### src/rtl/core/assert_macros.svh
// Assertion helper macros for the RTL in this folder.
// No dependencies; include by bare file name inside a module.
`ifndef ASSERT_MACROS_SVH
`define ASSERT_MACROS_SVH

// Same-cycle implication, disabled while reset is asserted (active low).
`define ASSERT_IMP(lbl, clk, rst_n, ante, cons) \
    lbl: assert property (@(posedge clk) disable iff (!(rst_n)) (ante) |-> (cons)) \
        else $error("assertion failed: same-cycle implication");

// Next-cycle implication, disabled while reset is asserted (active low).
`define ASSERT_NXT(lbl, clk, rst_n, ante, cons) \
    lbl: assert property (@(posedge clk) disable iff (!(rst_n)) (ante) |=> (cons)) \
        else $error("assertion failed: next-cycle implication");

`endif

### src/rtl/core/esort_pkg.sv
// Shared constants and types for the exchange sort engine.
// No dependencies; used by the channel interfaces, the engine and the testbench.
`default_nettype none

package esort_pkg;

    localparam int MAX_ITEMS = 64;
    localparam int DATA_W    = 32;
    localparam int ADDR_W    = $clog2(MAX_ITEMS);
    localparam int CNT_W     = $clog2(MAX_ITEMS + 1);

    typedef logic signed [DATA_W-1:0] t_elem;
    typedef logic        [ADDR_W-1:0] t_addr;
    typedef logic        [CNT_W-1:0]  t_cnt;

    localparam t_cnt MAX_CNT = CNT_W'(MAX_ITEMS);

endpackage

`default_nettype wire

### src/rtl/core/esort_in_if.sv
// Input channel: one element word per handshake, plus the end-of-set mark.
// Depends on esort_pkg.
`default_nettype none

interface esort_in_if import esort_pkg::*; ();
    logic  valid;
    logic  ready;
    t_elem value;
    logic  is_last;

    modport source (output valid, output value, output is_last, input ready);
    modport sink   (input valid, input value, input is_last, output ready);
endinterface

`default_nettype wire

### src/rtl/core/esort_out_if.sv
// Output channel: one sorted word per handshake, flagged on the final word.
// Depends on esort_pkg.
`default_nettype none

interface esort_out_if import esort_pkg::*; ();
    logic  valid;
    logic  ready;
    t_elem sorted_value;
    logic  end_of_set;

    modport source (output valid, output sorted_value, output end_of_set, input ready);
    modport sink   (input valid, input sorted_value, input end_of_set, output ready);
endinterface

`default_nettype wire

### src/rtl/core/esort_ram.sv
// Generic simple dual-port RAM: one write port, one read port, registered read.
// No dependencies.
`default_nettype none

module esort_ram #(
    parameter int WIDTH = 32,
    parameter int DEPTH = 64
) (
    input  logic                     i_clk,
    input  logic                     i_we,
    input  logic [$clog2(DEPTH)-1:0] i_waddr,
    input  logic [WIDTH-1:0]         i_wdata,
    input  logic [$clog2(DEPTH)-1:0] i_raddr,
    output logic [WIDTH-1:0]         o_rdata
);

    logic [WIDTH-1:0] r_mem [DEPTH];
    logic [WIDTH-1:0] r_rdata;

    always_ff @(posedge i_clk) begin
        if (i_we) begin
            r_mem[i_waddr] <= i_wdata;
        end
        r_rdata <= r_mem[i_raddr];
    end

    assign o_rdata = r_rdata;

endmodule

`default_nettype wire

### src/rtl/core/exchange_sort_engine.sv
// Exchange sort engine. Words are loaded one per cycle into a MAX_ITEMS-entry
// store; words that arrive with the store full are dropped. The word marked
// is_last starts the sort: for every pair (i, j) of loaded entries, i and j are
// swapped when entry i is less than entry j (signed), which leaves the set in
// ascending order. The input is not ready from the is_last word until the last
// sorted word has been loaded into the output register. The sort does one
// compare-swap per cycle through a single comparator, with entry i held in a
// register and entry j streamed through the store's read port while swaps go
// back through its write port. Each word is emitted by a store read, then an
// output register load once that register is free. The last word may still
// wait in the output register while the next set loads.
// Depends on esort_pkg, esort_in_if, esort_out_if, esort_ram, assert_macros.svh.
`default_nettype none

`include "assert_macros.svh"

module exchange_sort_engine import esort_pkg::*; (
    input  logic        i_clk,
    input  logic        i_rst_n,
    esort_in_if.sink    i_in,
    esort_out_if.source o_out
);

    typedef enum logic [2:0] {
        S_IDLE,
        S_START,
        S_LD_I,
        S_CMP,
        S_WB,
        S_EMIT_RD,
        S_EMIT_LD
    } t_state;

    t_state r_state;
    t_cnt   r_fill;
    t_cnt   r_n;
    t_addr  r_i;
    t_addr  r_jq;     // index of the word now on the read data bus
    t_addr  r_k;
    t_elem  r_ei;     // live copy of entry i during its pass
    logic   r_out_valid;
    t_elem  r_out_value;
    logic   r_out_last;

    logic        ram_we;
    t_addr       ram_waddr;
    t_elem       ram_wdata;
    t_addr       ram_raddr;
    logic [DATA_W-1:0] ram_rdata;
    t_elem       rd_elem;

    logic in_acc;
    logic out_free;
    logic room;
    logic swap;
    logic jq_last;
    logic i_last;
    logic k_last;

    esort_ram #(
        .WIDTH (DATA_W),
        .DEPTH (MAX_ITEMS)
    ) u_store (
        .i_clk   (i_clk),
        .i_we    (ram_we),
        .i_waddr (ram_waddr),
        .i_wdata (ram_wdata),
        .i_raddr (ram_raddr),
        .o_rdata (ram_rdata)
    );

    assign rd_elem  = t_elem'(ram_rdata);
    assign in_acc   = i_in.valid && (r_state == S_IDLE);
    assign out_free = !r_out_valid || o_out.ready;
    assign room     = (r_fill < MAX_CNT);
    assign jq_last  = ((CNT_W'(r_jq) + CNT_W'(1)) == r_n);
    assign i_last   = ((CNT_W'(r_i) + CNT_W'(1)) == r_n);
    assign k_last   = ((CNT_W'(r_k) + CNT_W'(1)) == r_n);
    // entry i against itself never swaps; its store copy is stale during the pass
    assign swap     = (r_state == S_CMP) && (r_jq != r_i) && (r_ei < rd_elem);

    always_comb begin
        ram_we    = 1'b0;
        ram_waddr = '0;
        ram_wdata = r_ei;
        ram_raddr = '0;
        case (r_state)
            S_IDLE: begin
                ram_we    = in_acc && room;
                ram_waddr = r_fill[ADDR_W-1:0];
                ram_wdata = i_in.value;
            end
            S_CMP: begin
                ram_raddr = r_jq + ADDR_W'(1);
                ram_we    = swap;
                ram_waddr = r_jq;
            end
            S_WB: begin
                ram_we    = 1'b1;
                ram_waddr = r_i;
                ram_raddr = r_i + ADDR_W'(1);
            end
            S_EMIT_RD: begin
                ram_raddr = r_k;
            end
            default: begin
                ram_raddr = '0;
            end
        endcase
    end

    always_ff @(posedge i_clk) begin
        if (!i_rst_n) begin
            r_state     <= S_IDLE;
            r_fill      <= '0;
            r_n         <= '0;
            r_i         <= '0;
            r_jq        <= '0;
            r_k         <= '0;
            r_out_valid <= 1'b0;
        end else begin
            if (r_out_valid && o_out.ready) begin
                r_out_valid <= 1'b0;
            end
            case (r_state)
                S_IDLE: begin
                    if (in_acc) begin
                        if (i_in.is_last) begin
                            r_n     <= room ? (r_fill + CNT_W'(1)) : r_fill;
                            r_fill  <= '0;
                            r_i     <= '0;
                            r_state <= S_START;
                        end else if (room) begin
                            r_fill <= r_fill + CNT_W'(1);
                        end
                    end
                end
                S_START: begin
                    r_state <= S_LD_I;
                end
                S_LD_I: begin
                    r_ei    <= rd_elem;
                    r_jq    <= '0;
                    r_state <= S_CMP;
                end
                S_CMP: begin
                    if (swap) begin
                        r_ei <= rd_elem;
                    end
                    if (jq_last) begin
                        r_state <= S_WB;
                    end else begin
                        r_jq <= r_jq + ADDR_W'(1);
                    end
                end
                S_WB: begin
                    if (i_last) begin
                        r_k     <= '0;
                        r_state <= S_EMIT_RD;
                    end else begin
                        r_i     <= r_i + ADDR_W'(1);
                        r_state <= S_LD_I;
                    end
                end
                S_EMIT_RD: begin
                    if (out_free) begin
                        r_state <= S_EMIT_LD;
                    end
                end
                S_EMIT_LD: begin
                    r_out_valid <= 1'b1;
                    r_out_value <= rd_elem;
                    r_out_last  <= k_last;
                    if (k_last) begin
                        r_state <= S_IDLE;
                    end else begin
                        r_k     <= r_k + ADDR_W'(1);
                        r_state <= S_EMIT_RD;
                    end
                end
                default: begin
                    r_state <= S_IDLE;
                end
            endcase
        end
    end

    assign i_in.ready         = (r_state == S_IDLE);
    assign o_out.valid        = r_out_valid;
    assign o_out.sorted_value = r_out_value;
    assign o_out.end_of_set   = r_out_last;

    `ASSERT_IMP(a_fill_bound, i_clk, i_rst_n, 1'b1, r_fill <= MAX_CNT)
    `ASSERT_IMP(a_set_nonempty, i_clk, i_rst_n, r_state != S_IDLE, r_n != '0)
    `ASSERT_IMP(a_jq_in_set, i_clk, i_rst_n, r_state == S_CMP, CNT_W'(r_jq) < r_n)
    `ASSERT_IMP(a_out_slot_free, i_clk, i_rst_n, r_state == S_EMIT_LD, !r_out_valid)
    `ASSERT_NXT(a_last_to_idle, i_clk, i_rst_n, (r_state == S_EMIT_LD) && k_last,
                (r_state == S_IDLE) && r_out_valid && r_out_last)

endmodule

`default_nettype wire

### src/flat_wrapper.sv
// flat-port wrapper written by rule: the top's interface ports become plain ports
module exchange_sort_engine_flat import esort_pkg::*;
  (i_clk, i_rst_n, i_in_valid, i_in_value, i_in_is_last, i_in_ready, o_out_valid, o_out_sorted_value, o_out_end_of_set, o_out_ready);
  esort_in_if i_in_i ();
  esort_out_if o_out_i ();
  input  logic i_clk;
  input  logic i_rst_n;
  input wire logic [$bits(i_in_i.valid)-1:0] i_in_valid;
  input wire logic [$bits(i_in_i.value)-1:0] i_in_value;
  input wire logic [$bits(i_in_i.is_last)-1:0] i_in_is_last;
  output wire logic [$bits(i_in_i.ready)-1:0] i_in_ready;
  output wire logic [$bits(o_out_i.valid)-1:0] o_out_valid;
  output wire logic [$bits(o_out_i.sorted_value)-1:0] o_out_sorted_value;
  output wire logic [$bits(o_out_i.end_of_set)-1:0] o_out_end_of_set;
  input wire logic [$bits(o_out_i.ready)-1:0] o_out_ready;
  assign i_in_i.valid = i_in_valid;
  assign i_in_i.value = i_in_value;
  assign i_in_i.is_last = i_in_is_last;
  assign i_in_ready = i_in_i.ready;
  assign o_out_valid = o_out_i.valid;
  assign o_out_sorted_value = o_out_i.sorted_value;
  assign o_out_end_of_set = o_out_i.end_of_set;
  assign o_out_i.ready = o_out_ready;
  exchange_sort_engine u_core (.i_clk(i_clk), .i_rst_n(i_rst_n), .i_in(i_in_i), .o_out(o_out_i));
endmodule
### config.mk
export PLATFORM = sky130hd
export DESIGN_NAME = exchange_sort_engine_flat
export DESIGN_NICKNAME = d
export VERILOG_FILES = /design/src/rtl/core/esort_pkg.sv /design/src/rtl/core/esort_in_if.sv /design/src/rtl/core/esort_out_if.sv /design/src/rtl/core/esort_ram.sv /design/src/rtl/core/exchange_sort_engine.sv /design/src/flat_wrapper.sv
export VERILOG_INCLUDE_DIRS = /design/src /design/src/rtl/core
export SDC_FILE = /design/constraint.sdc
export NUM_CORES = 2
export LEC_CHECK = 0
export ABC_AREA = 1
export BUFFER_PORTS_ARGS = -buffer_cell sky130_fd_sc_hd__buf_4
export CORE_ASPECT_RATIO = 0.9
export CORE_MARGIN = 2
export CORE_UTILIZATION = 38
export CTS_BUF_LIST = sky130_fd_sc_hd__clkbuf_4 sky130_fd_sc_hd__clkbuf_8
export DETAILED_ROUTE_END_ITERATION = 6
export HOLD_SLACK_MARGIN = 0.06
export MAX_ROUTING_LAYER = met4
export PLACE_DENSITY_LB_ADDON = 0.1
export SLEW_MARGIN = 10
export SYNTH_ARGS = -nofsm -noshare
export SYNTH_HDL_FRONTEND = slang
export SYNTH_SLANG_ARGS = --single-unit
### constraint.sdc
create_clock -name i_clk -period 6.2 [get_ports i_clk]
set_clock_uncertainty 0.1 [all_clocks]
set_input_delay 0.62 -clock i_clk [delete_from_list [all_inputs] [get_ports i_clk]]
set_output_delay 0.62 -clock i_clk [all_outputs]
set_load 0.1 [all_outputs]
* Word-level counts from Yosys, hierarchy flattened
Memories as Yosys holds them, arrays and structs flattened. A register that Yosys moved wholly into a read port is not among the register bits.
Index checks and enable logic that the tools add are counted.
W data, S select, Z words.
** Cells by class
- Add/sub/neg operators :: 7
- Reductions and logical operators :: 20
- Mux-type cells :: 28
- Bitwise logic cells :: 0
- Eq/ne operators :: 19
- Shift operators :: 0
- Order comparisons :: 2
- Multiply operators :: 0
- Divide/modulo/power cells :: 0
** Operators by type and width (count)
- $mux W32 :: 2
- $pmux W32 S2 :: 1
- $mux W6 :: 6
- $pmux W6 S2 :: 3
- $pmux W6 S3 :: 2
- $lt A32 B32 Y1 :: 1
- $add A6 B1 Y7 const B :: 3
- $eq A7 B7 Y1 :: 3
- $pmux W3 S7 :: 1
- $add A6 B1 Y6 const B :: 3
- $mux W3 :: 6
- $mux W7 :: 2
- $ne A2 B1 Y1 const B :: 5
- $eq A3 B3 Y1 const B :: 3
- $reduce_and A3 Y1 :: 3
- $ne A2 B2 Y1 const B :: 4
- $reduce_and A4 Y1 :: 2
- $reduce_bool A2 Y1 :: 4
- $add A7 B1 Y7 const B :: 1
- $lt A7 B7 Y1 const B :: 1
- $eq A3 B2 Y1 const B :: 2
- $ne A6 B6 Y1 :: 1
- $reduce_and A2 Y1 :: 3
- $logic_and A1 B1 Y1 :: 5
- other kinds (6) :: 9
** Storage, ports and cells
- Memories :: 1
- Bits in writable memories :: 2048
- Logic and storage cells :: 87
- Bits in latches :: 0
- Input port bits :: 37
- Bits in registers :: 101
- Bits in read-only memories :: 0
** Memories
- u_core.u_store.r_mem :: words 64, width 32, rd ports 1, clocked after memory_dff 1, wr ports 1, line esort_ram.sv:17 : logic [WIDTH-1:0] r_mem [DEPTH];

* Depth between registers and ports, before layout
- Depth in word-level cells :: 6
- Gate-level depth with buffers :: 17
- Mapped depth without buffers :: 15

* Modules after synthesis
From an unflattened synthesis, not the netlist that was laid out.
** Unflattened totals
- Cell total of the unflattened synthesis :: 7474
- Area total of the unflattened synthesis :: 88391.0 µm²
** By module, submodules not included
- esort_ram :: cells an instance 6769, area an instance 82738.1 µm², seq. area each 62139.6 µm², instances 1
- exchange_sort_engine :: cells an instance 705, area an instance 5652.9 µm², seq. area each 2672.6 µm², instances 1

* Worst setup path after synthesis
No wires, ideal clock.
- Path type :: reg-to-reg
- Start :: register u_core.r_state[0]
- End :: memory u_core.u_store.r_mem[0][0], data pin
- Buffers on the path :: 0
- Setup slack :: 2.183 ns
- Stages on the path, launching flop included :: 5
- Arrival time :: 3.215 ns
- Setup time :: 0.702 ns
- Cell sequence :: dfxtp_1 nor2_1 nand2_1 inv_2 o21ai_0
** Between the ends
- Word-level cells in the longest chain between the ends :: 2
** Ends and longest elaborated chain
- from (decl) :: line exchange_sort_engine.sv:34 : t_state r_state;
- from (signal assigned) :: line exchange_sort_engine.sv:114 : r_state <= S_IDLE;
- from (signal assigned) :: line exchange_sort_engine.sv:132 : r_state <= S_START;
- from (signal assigned) :: line exchange_sort_engine.sv:139 : r_state <= S_LD_I;
- $logic_not A3 Y1 :: line exchange_sort_engine.sv:87 : case (r_state)
- $mux W32 :: line exchange_sort_engine.sv:87
- via u_core.ram_wdata[0] :: line exchange_sort_engine.sv:47 : t_elem ram_wdata;
- to (decl) :: line esort_ram.sv:17
The timed path passes the listed nets, and every way through them passes these cells.

* Final worst setup path
- Start :: register u_core.r_state[0]
- End :: register u_core.u_store.r_rdata[6] (netlist: u_core.u_store.o_rdata[6]), read port of u_core.u_store.r_mem
** Between the ends
- Word-level cells in the longest chain between the ends :: 2
- Elaborated cells on any way between the ends :: 4
** Ends and longest elaborated chain
- $eq A3 B3 Y1 or $eq A3 B2 Y1 (tied branches) :: line exchange_sort_engine.sv:87
- $pmux W6 S3 (*) :: line exchange_sort_engine.sv:87
- to (decl) :: line esort_ram.sv:18 : logic [WIDTH-1:0] r_rdata;
Mark *: on every way between the ends. The rest lies on a longest branch, timed or not.
A chain may end at the register's enable or synchronous reset.

==> metrics.md <==
| Metric | Value |
|---|---|
| Post-synth EDFFs | `between 2000 and 2500` |
| CP startpoint | `u_core.r_state[0]` |
| Final setup viols | `0` |
| Num CTS Buffers | `roughly 380` |
| IO Pins | `72` |
| Max Cap Viol | `0` |
| Status | `completed` |
| Internal Pwr Total | `between 20 and 25 mW` |
| VDD IR max | `roughly 0.00019 V` |
| DIE AREA | `~260000 um2` |
| Top delay family on crit path | `simple AND/OR/NAND/NOR gates` |
| Compound-Gate Fraction of Synth Area | `2.51%` |
| TritonRoute pass-1 iters | `6` |
| Min-delay worst type | `in -> reg` |
| PortBufs | `about 70` |
| Yosys top cell area share | `about two thirds` |
| Fin Setup TNS | `0 ns` |
| Ratio of cells with drive above 1 in the final layout | `a little over a tenth` |
| Worst Path Max Fanout | `between 40 and 50` |
| Largest net degree at the start of global routing | `roughly 160` |
| CTS sink cnt | `2181` |
| CP Cell Sequence | `nand2_1 -> nor2_2 -> nand2_4 -> nand3_4 -> buf_12 -> buf_12 -> buf_4 -> nand2_1 -> nand3_1 -> nand3_1 -> nand3_1 -> nand3_1 -> nand3_1 -> nand2_1` |
| Max Freq | `~210 MHz` |
| First-pass GRT wire length | `roughly 470000 um` |
| Post-Synth Simple-Gate Area | `about a fifth` |
| Clock Tree Root | `clkbuf_8` |
| Worst path most repeated cell | `nand3_1` |
| Synthesized area | `96700 um2` |
| Residual DRC | `0` |
| Critical path's largest stage delay | `about 0.64 ns` |
| Worst rel slew slack | `roughly 18%` |
| Largest family of logic cells by synthesized area | `simple AND/OR/NAND/NOR gates` |
| Synth Register Bits | `approximately 2200` |
| Period utilization | `between 70 and 80%` |
| Unique masters post-synth | `37` |
| Post-Route Utilization | `a little over two fifths` |
| Post-Synth XOR/XNOR Area | `less than 1%` |
| GPL Wtd Cong | `around 0.84` |
| Worst-Skew Late Latency | `about 1 ns` |
| Post-synthesis sequential area ratio | `between 60% and 70%` |
| Setup bufs post-CTS | `0` |
| Die Y | `483 um` |
| Routed Wire Length | `~320000 um` |
| Hold Vio Cnt, Final | `0` |
| Leakage | `roughly 43 nW` |
| Vias in the first global route | `roughly 66000` |
| FFs w/ async S/R, synth | `0%` |
| Congestion Overflow GR | `0` |
| Mapped Cells | `9215` |
| Cell area power density | `293 nW/um2` |
| Starting Density | `roughly two fifths` |
| Die Span X | `between 500 and 600 um` |
| Area contributors post-synth | `edfxtp_1 66%, nand3_1 8.3%, nand2_1 7.2%` |
| Post-synth top flop | `edfxtp_1` |
| CP Data Required Time | `between 6 and 7 ns` |
| Hold path startpoint | `i_in_value[22]` |
| DRT antenna net count | `0` |
| Seq pwr share | `a little over half` |
| Core footprint | `approximately 250000 um2` |
| Clock slew at reported path FFs | `about 0.070 ns` |
| Clock buffer depth | `4` |
| Top-count cell post-synth | `edfxtp_1` |
| Average wire per standard cell | `~25 um` |
| CP Class | `reg -> reg` |
| P&R area growth vs syn | `13.4%` |
| Logic pwr share | `about 6.3%` |
| Net count after synthesis | `between 9000 and 10000` |
| Total power | `roughly 32 mW` |
| GR Util All Layers | `roughly a quarter` |
| Syn avg cell area | `10.5 um2` |
| Dpl hpwl | `~180000 um` |
| Setup slack after layout | `roughly 1.4 ns` |
| Slowest stage cell, crit path | `nor2_2` |
| Drt via density | `roughly 5.4` |
| Initial antenna violation count | `28` |
| Switch Pwr | `7.98 mW` |
| Final net count | `approximately 9400` |
| Adder-cell area share of the yosys netlist | `0.453%` |
| CP arrival | `between 5 and 6 ns` |
| CTS tree | `yes` |
| Row count | `175` |
| Startpoint types | `register` |
| Top cells by count, synth | `2113 x edfxtp_1, 1866 x nand2_1, 1597 x nand3_1` |
| Kind of end point of the critical path | `register` |
| CP Buf/Inv Count | `3` |
| DP Worst Slack | `1.47 ns` |
| Iter 0 DRT Violations | `about 7400` |
| Cell taking the most area after synthesis | `edfxtp_1` |
| Tmin final | `4.81 ns` |
| H-tree levels | `5` |
| RSZ-0062 raised after global routing | `false` |
| Final slew viol count | `0` |
| Sw Ratio | `around 25%` |
| Number of synthesis warnings | `0` |
| Multiplexer share of the synthesized area | `0%` |
| Worst r2r src | `u_core.r_state[0]` |
| Power share of the clock group | `41.0%` |
| Vias | `approximately 69000` |
| Worst slew pin tran | `around 1.2 ns` |
[per-stage QoR]
step           area [um2]  instances  hold WS, ns
2_1_floorplan       96700       9215        0.326
3_3_place_gp       102000      12200        0.339
3_5_place_dp       102000      12200        0.353
4_1_cts            110000      12900       0.0769
5_1_grt            110000      12900        0.140
6_report           110000      12900        0.152
[worst reg2reg max path, delay by kind of cell (launching register included)]
family / cells / cell delay, ns
and+or+nand+nor: 11 / 3.12
DFF: 1 / 0.44
buffers and inverters: 3 / 1.01
[cells by family after synthesis]
| group | count (synthesis) |
|---|---|
| compound gates | 447 |
| xor+xnor | 14 |
| fa+ha+maj | 35 |
| buf+inv | 2229 |
| flops | 2181 |
| simple gates | 4309 |
[state kept, by name (all words and copies together) (netlist names)]
register and flops:
u_core.u_store.r_mem 2048, u_core.o_out.sorted_value 32, u_core.r_ei 32, u_core.u_store.o_rdata 32
u_core.r_fill 7, u_core.r_n 7, u_core.r_i 6, u_core.r_jq 6
u_core.r_k 6, u_core.r_state 3, u_core.o_out.end_of_set 1, u_core.o_out.valid 1
[final timing paths]
kind | depth (start not counted) | slack [ns] | endpoint
hold reg to reg | 0 | 0.37 | u_core.r_ei[17]
hold / removal | 3 | 0.15 | u_core.u_store.r_mem[49][22]
setup / recovery | 14 | 1.39 | u_core.u_store.o_rdata[6]
setup reg to reg | 14 | 1.39 | u_core.u_store.o_rdata[6]
[power by group through the flow]
stage	clock, mW	combinational [mW]	sequential [mW]
final	13.2	2.02	16.9
after global routing	14.0	2.16	16.9
after CTS	13.4	2.02	16.9
after detailed placement	0	2.01	17.2
after global placement	0	2.00	17.2
after floorplan	0	0.828	17.2
[final cells by class]
type / count / area (um2)
antenna: 9 / 22.5
clock buffer: 529 / 6450
clock inverter: 148 / 906
fill: 24000 / 143000
inverter: 1594 / 6000
multi-input combinational: 4805 / 24200
sequential: 2181 / 64800
tap: 3363 / 4210
timing repair buffer: 316 / 3040
[placed cells by master, fill, tap and decap left out, drive strengths merged, types with 106 or more instances in the layout]
cell type	netlist	routed
clkbuf	268	529
buf	367	300
nand4	741	741
o21ai	282	282
nand2	1867	1867
edfxtp	2113	2113
nand3	1601	1601
clkinv	0	125
a21oi	106	106
inv	1594	1604
[layer usage]
metal  wire length, um  GRT usage, %
met1            148000          36.1
met2            145000          37.6
met3             22100          3.43
met4              6690          5.95
met5                 0             -
[timing repair]
action / 4_1_cts / 5_1_grt
gates resized for setup: 0 / 0
hold buffers: 16 / 0
endpoints found under the hold margin: 132 / 0
Power figures use the tool's default switching activity.
